## src/hw/rtl/ehms_pkg.sv

```systemverilog
// Shared types and constants for the elapsed h:m:s timer with work and break alarms.
// No dependencies; imported by every module of the block.
package ehms_pkg;

    localparam int HOUR_W = 5;
    localparam int MIN_W  = 6;
    localparam int SEC_W  = 6;

    localparam logic [SEC_W-1:0]  SEC_LAST  = SEC_W'(59);
    localparam logic [MIN_W-1:0]  MIN_LAST  = MIN_W'(59);
    localparam logic [HOUR_W-1:0] HOUR_LAST = HOUR_W'(23);

    localparam int CFG_ADDR_W = 3;
    localparam int CFG_DATA_W = 6;

    localparam int S_TDATA_W = 8;
    localparam int M_TDATA_W = 24;

    typedef enum logic [CFG_ADDR_W-1:0] {
        CFG_WORK_HOURS   = 3'd0,
        CFG_WORK_MINUTES = 3'd1,
        CFG_WORK_SECONDS = 3'd2,
        CFG_REST_HOURS   = 3'd3,
        CFG_REST_MINUTES = 3'd4,
        CFG_REST_SECONDS = 3'd5
    } ehms_cfg_addr_t;

    typedef struct packed {
        logic [HOUR_W-1:0] hours;
        logic [MIN_W-1:0]  minutes;
        logic [SEC_W-1:0]  seconds;
    } ehms_time_t;

    typedef struct packed {
        ehms_time_t work;
        ehms_time_t rest;
    } ehms_targets_t;

    typedef struct packed {
        logic       beep_pulse;
        logic       rest_finished;
        logic       work_finished;
        ehms_time_t elapsed;
    } ehms_result_t;

endpackage

```

## src/hw/rtl/ehms_cfg_regs.sv

```systemverilog
// Target registers for the work and break periods, written through a plain write port.
// Depends on ehms_pkg.
module ehms_cfg_regs
    import ehms_pkg::*;
(
    input  logic                  aclk,
    input  logic                  aresetn,
    input  logic                  cfg_wr_en,
    input  logic [CFG_ADDR_W-1:0] cfg_addr,
    input  logic [CFG_DATA_W-1:0] cfg_wdata,
    output ehms_targets_t         targets
);

    ehms_targets_t targets_reg;
    ehms_targets_t targets_next;

    always_comb begin
        targets_next = targets_reg;
        if (cfg_wr_en) begin
            unique case (cfg_addr)
                CFG_WORK_HOURS:   targets_next.work.hours   = cfg_wdata[HOUR_W-1:0];
                CFG_WORK_MINUTES: targets_next.work.minutes = cfg_wdata[MIN_W-1:0];
                CFG_WORK_SECONDS: targets_next.work.seconds = cfg_wdata[SEC_W-1:0];
                CFG_REST_HOURS:   targets_next.rest.hours   = cfg_wdata[HOUR_W-1:0];
                CFG_REST_MINUTES: targets_next.rest.minutes = cfg_wdata[MIN_W-1:0];
                CFG_REST_SECONDS: targets_next.rest.seconds = cfg_wdata[SEC_W-1:0];
                default:          targets_next = targets_reg;
            endcase
        end
    end

    always_ff @(posedge aclk) begin
        if (!aresetn) begin
            targets_reg.work.hours   <= '0;
            targets_reg.work.minutes <= '0;
            targets_reg.work.seconds <= SEC_W'(10);
            targets_reg.rest.hours   <= '0;
            targets_reg.rest.minutes <= '0;
            targets_reg.rest.seconds <= SEC_W'(10);
        end else begin
            targets_reg <= targets_next;
        end
    end

    assign targets = targets_reg;

endmodule

```

## src/hw/rtl/ehms_core.sv

```systemverilog
// Elapsed counter, RTC edge detect, alarm compares and sticky flags; one transaction a cycle while in_accept is high.
// Depends on ehms_pkg.
module ehms_core
    import ehms_pkg::*;
(
    input  logic             aclk,
    input  logic             aresetn,
    input  logic             in_accept,
    input  logic             in_clear,
    input  logic [SEC_W-1:0] in_rtc_second,
    input  logic             in_counting,
    input  ehms_targets_t    targets,
    output ehms_result_t     result
);

    ehms_time_t       count_reg, count_next;
    logic [SEC_W-1:0] last_rtc_reg, last_rtc_next;
    logic             work_done_reg, work_done_next;
    logic             rest_done_reg, rest_done_next;

    ehms_time_t stepped;
    ehms_time_t advanced_time;
    logic       advance;
    logic       work_hit;
    logic       rest_hit;
    logic       beep;

    // one-second increment with 60/60/24 wrap
    always_comb begin
        stepped = count_reg;
        if (count_reg.seconds == SEC_LAST) begin
            stepped.seconds = '0;
            if (count_reg.minutes == MIN_LAST) begin
                stepped.minutes = '0;
                stepped.hours   = (count_reg.hours == HOUR_LAST) ? '0
                                  : count_reg.hours + HOUR_W'(1);
            end else begin
                stepped.minutes = count_reg.minutes + MIN_W'(1);
            end
        end else begin
            stepped.seconds = count_reg.seconds + SEC_W'(1);
        end
    end

    always_comb begin
        advance        = !in_clear && in_counting && (in_rtc_second != last_rtc_reg);
        last_rtc_next  = in_clear ? last_rtc_reg : in_rtc_second;
        if (in_clear) begin
            advanced_time = '0;
        end else if (advance) begin
            advanced_time = stepped;
        end else begin
            advanced_time = count_reg;
        end

        work_hit = !work_done_reg && (advanced_time == targets.work);
        rest_hit = work_done_reg && (advanced_time == targets.rest);

        count_next     = work_hit ? '0 : advanced_time;
        work_done_next = work_done_reg | work_hit;
        rest_done_next = rest_done_reg | rest_hit;
        beep           = work_hit | (rest_hit & advance);

        result.elapsed       = count_next;
        result.work_finished = work_done_next;
        result.rest_finished = rest_done_next;
        result.beep_pulse    = beep;
    end

    always_ff @(posedge aclk) begin
        if (!aresetn) begin
            count_reg     <= '0;
            last_rtc_reg  <= '0;
            work_done_reg <= 1'b0;
            rest_done_reg <= 1'b0;
        end else if (in_accept) begin
            count_reg     <= count_next;
            last_rtc_reg  <= last_rtc_next;
            work_done_reg <= work_done_next;
            rest_done_reg <= rest_done_next;
        end
    end

endmodule

```

## src/hw/rtl/ehms_out_buf.sv

```systemverilog
// Two-entry output register with skid stage; ready depends only on the skid entry.
// Depends on ehms_pkg.
module ehms_out_buf
    import ehms_pkg::*;
(
    input  logic         aclk,
    input  logic         aresetn,
    input  logic         push,
    input  ehms_result_t push_data,
    output logic         space,
    output logic         out_valid,
    input  logic         out_ready,
    output ehms_result_t out_data
);

    logic         main_valid_reg, main_valid_next;
    logic         skid_valid_reg, skid_valid_next;
    ehms_result_t main_reg, main_next;
    ehms_result_t skid_reg, skid_next;
    logic         pop;

    always_comb begin
        pop             = main_valid_reg && out_ready;
        main_valid_next = main_valid_reg;
        skid_valid_next = skid_valid_reg;
        main_next       = main_reg;
        skid_next       = skid_reg;
        if (skid_valid_reg) begin
            // drain the skid entry into the output register
            if (pop) begin
                main_next       = skid_reg;
                skid_valid_next = 1'b0;
            end
        end else if (push) begin
            if (!main_valid_reg || pop) begin
                main_next       = push_data;
                main_valid_next = 1'b1;
            end else begin
                skid_next       = push_data;
                skid_valid_next = 1'b1;
            end
        end else if (pop) begin
            main_valid_next = 1'b0;
        end
    end

    always_ff @(posedge aclk) begin
        if (!aresetn) begin
            main_valid_reg <= 1'b0;
            skid_valid_reg <= 1'b0;
        end else begin
            main_valid_reg <= main_valid_next;
            skid_valid_reg <= skid_valid_next;
        end
    end

    always_ff @(posedge aclk) begin
        main_reg <= main_next;
        skid_reg <= skid_next;
    end

    assign space     = !skid_valid_reg;
    assign out_valid = main_valid_reg;
    assign out_data  = main_reg;

endmodule

```

## src/hw/rtl/elapsed_hms_timer_with_alarms.sv

```systemverilog
// Elapsed h:m:s timer with work and break alarms, top level.
// A result is written to the output register, or to the skid entry while the output is stalled.
// Throughput: one transaction per cycle while s_tready is high; the counter update and compare are combinational.
// Two result entries absorb a stalled sink before s_tready drops.
// Reset (aresetn, synchronous, active low): counter, flags and buffers clear; targets
// return to 0:00:10 for both periods. Depends on ehms_pkg and its submodules.
module elapsed_hms_timer_with_alarms
    import ehms_pkg::*;
(
    input  logic                  aclk,
    input  logic                  aresetn,
    // input stream
    input  logic                  s_tvalid,
    output logic                  s_tready,
    input  logic [S_TDATA_W-1:0]  s_tdata,   // [5:0] rtc_second, [6] counting, [7] zero
    input  logic                  s_tuser,   // [0] action (0 sample, 1 clear)
    // result stream
    output logic                  m_tvalid,
    input  logic                  m_tready,
    output logic [M_TDATA_W-1:0]  m_tdata,   // [4:0] elapsed_hours, [10:5] elapsed_minutes,
                                             // [16:11] elapsed_seconds, [17] work_finished,
                                             // [18] rest_finished, [19] beep_pulse, [23:20] zero
    // configuration write port
    input  logic                  cfg_wr_en,
    input  logic [CFG_ADDR_W-1:0] cfg_addr,
    input  logic [CFG_DATA_W-1:0] cfg_wdata
);

    ehms_targets_t targets;
    ehms_result_t  result;
    ehms_result_t  out_data;
    logic          in_accept;
    logic          buf_space;

    // accept whenever the skid entry is free
    assign s_tready  = buf_space;
    assign in_accept = s_tvalid && buf_space;

    ehms_cfg_regs u_cfg (
        .aclk      (aclk),
        .aresetn   (aresetn),
        .cfg_wr_en (cfg_wr_en),
        .cfg_addr  (cfg_addr),
        .cfg_wdata (cfg_wdata),
        .targets   (targets)
    );

    ehms_core u_core (
        .aclk          (aclk),
        .aresetn       (aresetn),
        .in_accept     (in_accept),
        .in_clear      (s_tuser),
        .in_rtc_second (s_tdata[SEC_W-1:0]),
        .in_counting   (s_tdata[SEC_W]),
        .targets       (targets),
        .result        (result)
    );

    ehms_out_buf u_out (
        .aclk      (aclk),
        .aresetn   (aresetn),
        .push      (in_accept),
        .push_data (result),
        .space     (buf_space),
        .out_valid (m_tvalid),
        .out_ready (m_tready),
        .out_data  (out_data)
    );

    // pack fields, hours in the lowest bits
    assign m_tdata = {4'b0000,
                      out_data.beep_pulse,
                      out_data.rest_finished,
                      out_data.work_finished,
                      out_data.elapsed.seconds,
                      out_data.elapsed.minutes,
                      out_data.elapsed.hours};

endmodule
```

## config.mk

```make
export PLATFORM = sky130hd
export DESIGN_NAME = elapsed_hms_timer_with_alarms
export DESIGN_NICKNAME = d
export VERILOG_FILES = /design/src/hw/rtl/ehms_pkg.sv /design/src/hw/rtl/ehms_cfg_regs.sv /design/src/hw/rtl/ehms_core.sv /design/src/hw/rtl/ehms_out_buf.sv /design/src/hw/rtl/elapsed_hms_timer_with_alarms.sv
export SDC_FILE = /design/constraint.sdc
export NUM_CORES = 1
export LEC_CHECK = 0
export BUFFER_PORTS_ARGS = -buffer_cell sky130_fd_sc_hd__buf_2
export CAP_MARGIN = 20
export CORE_MARGIN = 5
export CORE_UTILIZATION = 56
export DETAILED_ROUTE_END_ITERATION = 12
export PLACE_DENSITY_LB_ADDON = 0.3
export SYNTH_ARGS = -nofsm -noshare
export SYNTH_HDL_FRONTEND = slang
export SYNTH_SLANG_ARGS = --single-unit
```

## constraint.sdc

```tcl
create_clock -name aclk -period 9.8 [get_ports aclk]
set_input_delay 0.49 -clock aclk [delete_from_list [all_inputs] [get_ports aclk]]
set_output_delay 0.49 -clock aclk [all_outputs]
set_load 0.05 [all_outputs]
```

==> impl_metrics.env, run 1 <==
export IMPL_worst_setup_path_type="input pin to flip-flop"
export IMPL_hp_start="m_tready"
export IMPL_routed_via_density=6.26
export IMPL_antenna_found_initial=0
export IMPL_clock_sinks=101
export IMPL_post_cts_resized=0
export IMPL_r2r_cells=10
export IMPL_hpwlAfterDp_um=9880
export IMPL_largest_reg_flops=34
export IMPL_initial_core_util=0.566
export IMPL_grt_usage=0.223
export IMPL_ys_flop_type="dfxtp_1"
export IMPL_netlist_instances=582
export IMPL_h_tree_depth=3
export IMPL_fin_crit_ns=4.18
export IMPL_drive_above_1_share=0.167
export IMPL_synthMuxAreaShare=0.0861
export IMPL_cp_arrival_ns=4.28
export IMPL_yosys_warnings=0
export IMPL_synth_simple_area_share=0.201
export IMPL_reg2reg_slack_ns=5.65
export IMPL_synthArstFlopShare=0
export IMPL_ys_seq_area_frac=0.422
export IMPL_gp_congestion=0.996
export IMPL_ctsRootBufferMaster="clkbuf_8"
export IMPL_ant_nets=0
export IMPL_setup_viol=0
export IMPL_leakagePower_nw=2.08
export IMPL_grt_overflow_total=0
export IMPL_fp_dieH_um=111
export IMPL_design_die_area_um2=12400
export IMPL_synth_avg_cell_area_um2=9.86
export IMPL_dr_total_vias=4680
export IMPL_drc=0
export IMPL_regToRegEndpoint="u_out.out_data[6]$_DFFE_PP_"
export IMPL_synth_top_family_by_area="simple AND/OR/NAND/NOR gates"
export IMPL_status="complete, no violations"
export IMPL_drt_wl_total_um=14100
export IMPL_drt_met1_wl_um=6180
export IMPL_irDropWorstVdd_uv=76.6
export IMPL_hold_violations=0
export IMPL_hp_class="input pin to flip-flop"
export IMPL_synth_area_um2=5740
export IMPL_num_rows=37
export IMPL_fp_dieW_um=111
export IMPL_synth_compound_area_frac=0.192
export IMPL_diodes=0
export IMPL_wl_met3_um=1030
export IMPL_cts_hold_buf=0
export IMPL_worstReg2RegStart="u_core.count_reg[6]$_SDFFE_PN0P_"
export IMPL_grt_first_pass_wirelength_um=22400
export IMPL_drtIter0Drc=602
export IMPL_ios=49
export IMPL_worstSetupEndpointType="flip-flop"
export IMPL_first_pass_iters=5
export IMPL_critPathRequiredTime_ns=9.90
export IMPL_cp_max_fo=50
export IMPL_io_buffers=43
export IMPL_slew_headroom=0.370
export IMPL_maxCapViolations=0
export IMPL_slew_violations=0
export IMPL_grt_max_degree=65
export IMPL_tns_ns=0
export IMPL_max_clock_freq_mhz=239
export IMPL_core_area_um2=10100
export IMPL_final_nets=633
export IMPL_skew_ns=0.00950
export IMPL_cts_tree="yes"
export IMPL_synth_edff_count=40
export IMPL_top_layer="met4"
export IMPL_synthToLayoutAreaGrowth_pct=7.09
export IMPL_p_per_area_nw_per_um2=135
export IMPL_synth_seq_cells=101
export IMPL_postCtsSetupBuffers=0
export IMPL_clock_latency_ns=0.38
export IMPL_cts_clk_slew_worst_paths_ns=0.10
export IMPL_tightest_slew_ns=0.945
export IMPL_synthXorXnorAreaFrac=0.0390
export IMPL_grt_pass1_vias=4294
export IMPL_rsz0062_at_grt="no"
export IMPL_synthAdderAreaFrac=0.00654
export IMPL_wl_per_cell_um=18.8
export IMPL_critical_path_startpoint_type="input pin"
export IMPL_fin_crit_sh=0.427
export IMPL_numCtsBuffers=9
export IMPL_synth_distinct_cells=83
export IMPL_wl_met2_um=6540
export IMPL_whs_endpoint="u_out.skid_valid_reg$_SDFF_PN0_"
export IMPL_hold_path_depth=4
export IMPL_clock_path_buffers=2
export IMPL_hold_slack_ns=0.370
## power breakdown
group | leakage [nW] | total (mW) | internal [mW] | switching [mW]
combinational | 1.12 | 0.109 | 0.0294 | 0.0799
clock | 0.0981 | 0.263 | 0.118 | 0.145
sequential | 0.864 | 0.457 | 0.451 | 0.00649
## through the flow
| step | power (mW) | instance area (um2) | setup WS [ns] | cells | util |
|---|---|---|---|---|---|
| after global placement | 0.571 | 5930 | 5.45 | 729 | 0.585 |
| after CTS | 0.831 | 6130 | 5.69 | 746 | 0.604 |
| final | 0.829 | 6150 | 5.62 | 748 | 0.606 |
| after detailed placement | 0.574 | 5940 | 5.32 | 730 | 0.586 |
| after global routing | 0.859 | 6150 | 5.35 | 748 | 0.606 |
| after floorplan | 0.548 | 5750 | 6.69 | 585 | - |
## cells in the final DEF, fill, tap and decap left out, types with 4 or more instances in the layout
master / synthesis / final
and2_1: 5 / 5
inv_1: 15 / 15
buf_2: 7 / 45
o21ai_0: 18 / 18
nand2_1: 55 / 55
nand3_1: 22 / 22
and3_1: 5 / 5
a31oi_1: 4 / 4
nand4_1: 10 / 10
a211oi_1: 4 / 4
mux2i_1: 42 / 42
nor2b_1: 38 / 38
edfxtp_1: 40 / 40
mux2_2: 4 / 4
clkbuf_8: 0 / 9
a21boi_0: 8 / 8
xor2_1: 12 / 12
dfxtp_1: 61 / 61
buf_4: 5 / 4
nor2_1: 35 / 35
a21oi_1: 12 / 11
o31ai_1: 29 / 29
o22ai_1: 4 / 4
o2111ai_1: 4 / 4
o211ai_1: 10 / 10
nor3b_1: 6 / 6
conb_1: 1 / 4
xnor2_1: 8 / 8
o41ai_2: 5 / 5
nor3_1: 13 / 13
## worst max-delay path, cell delays in order
cell and delay, ns:
buf_2 0.69, clkinv_1 0.80, nand4_1 0.36, o22ai_1 0.15, or3_1 0.33, o2bb2a_1 0.27, nand4_2 0.13, nor3_4 0.33
and2_4 0.56, o41ai_2 0.15
## area by class of cell
cell class | instances | area, um2
fill | 894 | 3990
multi-input combinational | 428 | 3030
sequential | 101 | 2420
timing repair buffer | 50 | 270
tap | 136 | 170
clock buffer | 10 | 128
inverter | 17 | 63.8
clock inverter | 6 | 61.3
## synthesized netlist by cell type, types with 6 or more instances
library cell	instances	area, um2
nor2b_1	38	238
inv_1	15	56.3
o21ai_0	18	90.1
nand4_1	10	62.6
nor2_1	35	131
a21boi_0	8	60.1
buf_6	7	78.8
dfxtp_1	61	1220
xnor2_1	8	70.1
clkbuf_1	18	67.6
edfxtp_1	40	1200
xor2_1	12	105
buf_2	7	35.0
nor3b_1	6	45.0
nand2_1	55	206
o31ai_1	29	218
a21oi_1	12	60.1
nor3_1	13	65.1
mux2i_1	42	420
o211ai_1	10	75.1
nand3_1	22	110
## logic make-up after synthesis
logic type               count (synthesis)
AO/OA/AOI/OAI                          135
multiplexers                            48
buffers and inverters                   56
other                                    1
XOR/XNOR                                23
adder cells (fa/ha/maj)                  3
AND/OR/NAND/NOR                        215
flip-flops                             101
## metal layers
layer | up-vias | global-route usage
met4 | 0 | 0.0868
met3 | 29 | 0.0306
li1 | 2214 | -
met1 | 2215 | 0.306
met2 | 222 | 0.359
met5 | - | 0
## worst max path at each step
stage	depth (start not counted)	slack, ns	to	from
2_1_floorplan	12	6.69	u_out.out_data[6]$_DFFE_PP_	u_core.count_reg[7]$_SDFFE_PN0P_
3_3_place_gp	10	5.45	u_out.out_data[6]$_DFFE_PP_	s_tuser
3_5_place_dp	10	5.32	u_out.out_data[6]$_DFFE_PP_	s_tuser
4_1_cts	10	5.69	u_out.out_data[6]$_DFFE_PP_	u_core.count_reg[6]$_SDFFE_PN0P_
5_1_grt	10	5.35	u_out.out_data[6]$_DFFE_PP_	s_tuser
6_report	10	5.62	u_out.out_data[6]$_DFFE_PP_	s_tuser
Note: power is estimated with default switching activity, not from simulation.
==> run 2: changes to the inputs <==
Settings changed: ABC_AREA set to 1, CORE_UTILIZATION 56 to 54.
Clock period 9.8 ns to 3.5 ns, I/O delays scaled along.
==> run 2 against run 1 <==
  * Critical path depth grew 7
  * Clock-buffer cell count unchanged
  * Wire length fell by 16%
  * Cell count increased by 22%
  * Combinational power rose to 4.0 times the previous value
  * Final area fell by 4.8%
  * Area after synthesis fell by 7.0%
  * Clock skew rose by 0.0022 ns
  * Non-clock buffer count up 1
==> impl_metrics.env, run 2 <==
export IMPL_grt_first_pass_wirelength_um=20100
export IMPL_cpMostUsedCell="nand2_1"
export IMPL_wl_met2_um=5300
export IMPL_slew_headroom=0.312
export IMPL_synth_distinct_cells=32
export IMPL_power_frac_comb=0.169
export IMPL_gp_congestion=0.904
export IMPL_grt_max_degree=62
export IMPL_num_rows=36
export IMPL_antenna_found_initial=0
export IMPL_tns_ns=0
export IMPL_core_area_um2=9680
export IMPL_status="complete, no violations"
export IMPL_dr_total_vias=4663
export IMPL_ys_seq_area_frac=0.454
export IMPL_critical_path_startpoint_type="flip-flop"
export IMPL_critPathRequiredTime_ns=3.60
export IMPL_p_sw_mw=0.751
export IMPL_largest_reg_flops=34
export IMPL_hold_violations=0
export IMPL_synth_top_area_frac=0.229
export IMPL_final_area_um2=5850
export IMPL_seqPwrFrac=0.518
export IMPL_wl_met3_um=622
export IMPL_fp_dieW_um=109
export IMPL_p_per_area_nw_per_um2=438
export IMPL_synth_seq_cells=101
export IMPL_hp_class="input pin to flip-flop"
export IMPL_hold_path_depth=3
export IMPL_numCtsBuffers=9
export IMPL_clock_sinks=101
export IMPL_synth_edff_count=40
export IMPL_ant_nets=0
export IMPL_fin_crit_sh=0.875
export IMPL_slew_violations=0
export IMPL_drc=0
export IMPL_synth_commonest_cells="198 x nand2_1, 105 x inv_1, 70 x o21ai_0, 64 x nor2_1, 61 x dfxtp_1"
export IMPL_drt_wl_total_um=11800
export IMPL_cp_arrival_ns=3.16
export IMPL_irDropWorstVdd_uv=231
export IMPL_cp_slowest_stage_delay_ns=0.45
export IMPL_drt_met1_wl_um=5770
export IMPL_path_cells="ha_1, nand3_1, nor2_4, buf_4, nand3_1, nand2_1, nand3_1, nand2_1, nand2_1, nand2_1, nand2_1, nor2_1, nand2_1, nor2_2, nand4_4, nand2_1, o21ai_1"
export IMPL_leakagePower_nw=2.76
export IMPL_first_pass_iters=5
export IMPL_grt_overflow_total=0
export IMPL_ios=49
export IMPL_maxCapViolations=0
export IMPL_drive_above_1_share=0.109
export IMPL_cts_clk_slew_worst_paths_ns=0.10
export IMPL_drtIter0Drc=374
export IMPL_swShare=0.293
export IMPL_post_cts_resized=0
export IMPL_final_common_cell="nand2_1"
export IMPL_power_mw=2.57
export IMPL_place_area_um2=5620
export IMPL_cts_tree="yes"
export IMPL_grt_pass1_vias=4282
export IMPL_grt_usage=0.208
export IMPL_clock_latency_ns=0.36
export IMPL_setup_viol=0
export IMPL_tightest_slew_ns=1.03
export IMPL_yosysMostFrequentCell="nand2_1"
export IMPL_synth_top_area_cell="dfxtp_1"
export IMPL_yosys_warnings=0
export IMPL_h_tree_depth=3
export IMPL_routed_via_density=5.12
export IMPL_skew_ns=0.0117
export IMPL_r2r_cells=17
export IMPL_ys_flop_type="dfxtp_1"
export IMPL_worst_setup_path_type="flip-flop to flip-flop"
export IMPL_rsz0062_at_grt="no"
export IMPL_final_cell_mix="198 x nand2_1, 105 x inv_1, 70 x o21ai_0"
export IMPL_synthToLayoutAreaGrowth_pct=9.68
export IMPL_hpwlAfterDp_um=8730
export IMPL_slowest_stage="dfxtp_1"
export IMPL_cp_max_fo=18
export IMPL_clkPwrFrac=0.314
export IMPL_design_die_area_um2=12000
export IMPL_synth_avg_cell_area_um2=7.24
export IMPL_fp_dieH_um=109
export IMPL_clock_path_buffers=2
export IMPL_wl_per_cell_um=13.0
export IMPL_max_clock_freq_mhz=327
export IMPL_worstSetupEndpointType="flip-flop"
export IMPL_initial_core_util=0.551
export IMPL_netlist_instances=737
export IMPL_final_nets=799
export IMPL_ctsRootBufferMaster="clkbuf_8"
export IMPL_io_buffers=43
export IMPL_top_layer="met4"
export IMPL_synth_area_um2=5340
export IMPL_fill_cells=925
export IMPL_diodes=0
export IMPL_fin_crit_ns=3.06
export IMPL_synthArstFlopShare=0
export IMPL_p_int_mw=1.81
export IMPL_synth_area_top_cells="dfxtp_1 23%, edfxtp_1 23%, nand2_1 14%, inv_1 7.4%, o21ai_0 6.6%"
run 2: cell count changes in the layout (fill, tap and decap cells not counted), moves of 8 or more:
cell,change
nand4_1,+16
mux2i_1,-42
nor2_1,+29
o21ai_0,+52
inv_1,+90
a21oi_1,+32
o31ai_1,-29
nor3_1,-11
xor2_1,-10
nor2b_1,-38
nand3_1,+19
a21boi_0,-8
o21ai_1,+11
nand2_1,+143
run 2: area by class of cell:
| type | count | area [um2] | area share |
|---|---|---|---|
| sequential | 101 | 2420 | 0.414 |
| clock inverter | 5 | 85.1 | 0.0145 |
| timing repair buffer | 51 | 275 | 0.0470 |
| multi-input combinational | 500 | 2360 | 0.404 |
| clock buffer | 10 | 128 | 0.0218 |
| inverter | 110 | 413 | 0.0705 |
| tap | 133 | 166 | 0.0284 |
run 2: cells by family after synthesis:
family          Yosys count  share of synthesized area
simple gates            351                      0.289
other cells               1                   0.000703
flops                   101                      0.454
fa+ha+maj                 3                    0.00703
xor+xnor                 12                     0.0197
compound gates          130                      0.124
buf+inv                 139                      0.105
run 2: layer usage:
| metal | track usage | up-vias |
|---|---|---|
| li1 | - | 2431 |
| met1 | 0.296 | 2086 |
| met2 | 0.329 | 132 |
| met3 | 0.0346 | 14 |
| met4 | 0.0597 | 0 |
| met5 | 0 | - |
run 2: final timing paths:
| kind | startpoint | to | slack (ns) |
|---|---|---|---|
| worst max register to register | u_core.count_reg[0]$_SDFFE_PN0P_ | u_out.out_data[12]$_DFFE_PP_ | 0.44 |
| worst min-delay path | cfg_wdata[5] | u_cfg.targets[5]$_SDFFE_PN0P_ | 0.10 |
| worst min register to register | u_core.last_rtc_reg[0]$_SDFFE_PN0P_ | u_core.last_rtc_reg[0]$_SDFFE_PN0P_ | 0.47 |
| worst max-delay path | u_core.count_reg[0]$_SDFFE_PN0P_ | u_out.out_data[12]$_DFFE_PP_ | 0.44 |
run 2: repair_timing:
action	4_1_cts	5_1_grt
endpoints found under the setup margin	0	12
hold buffers	0	0
setup buffers	0	3
run 2: critical path, delay by kind of cell (launching register included):
kind | cells | cell delay (ns)
and+or+nand+nor | 14 | 1.79
DFF | 1 | 0.45
adders and majority gates | 1 | 0.29
buffers and inverters | 1 | 0.18
AOI/OAI and AO/OA | 1 | 0.10
run 2: per-stage QoR:
stage,instances,setup slack [ns],hold slack [ns],utilization
2_1_floorplan,740,1.04,0.301,-
3_3_place_gp,892,0.397,0.446,0.580
3_5_place_dp,892,0.310,0.456,0.580
4_1_cts,907,0.288,0.0908,0.602
5_1_grt,910,0.167,0.124,0.604
6_report,910,0.438,0.104,0.604
run 2: power by group through the flow:
stage | Clock [mW] | Combinational (mW) | Sequential, mW
2_1_floorplan | 0 | 0.258 | 1.42
3_3_place_gp | 0 | 0.418 | 1.35
3_5_place_dp | 0 | 0.430 | 1.35
4_1_cts | 0.822 | 0.432 | 1.33
5_1_grt | 0.879 | 0.486 | 1.34
6_report | 0.805 | 0.433 | 1.33
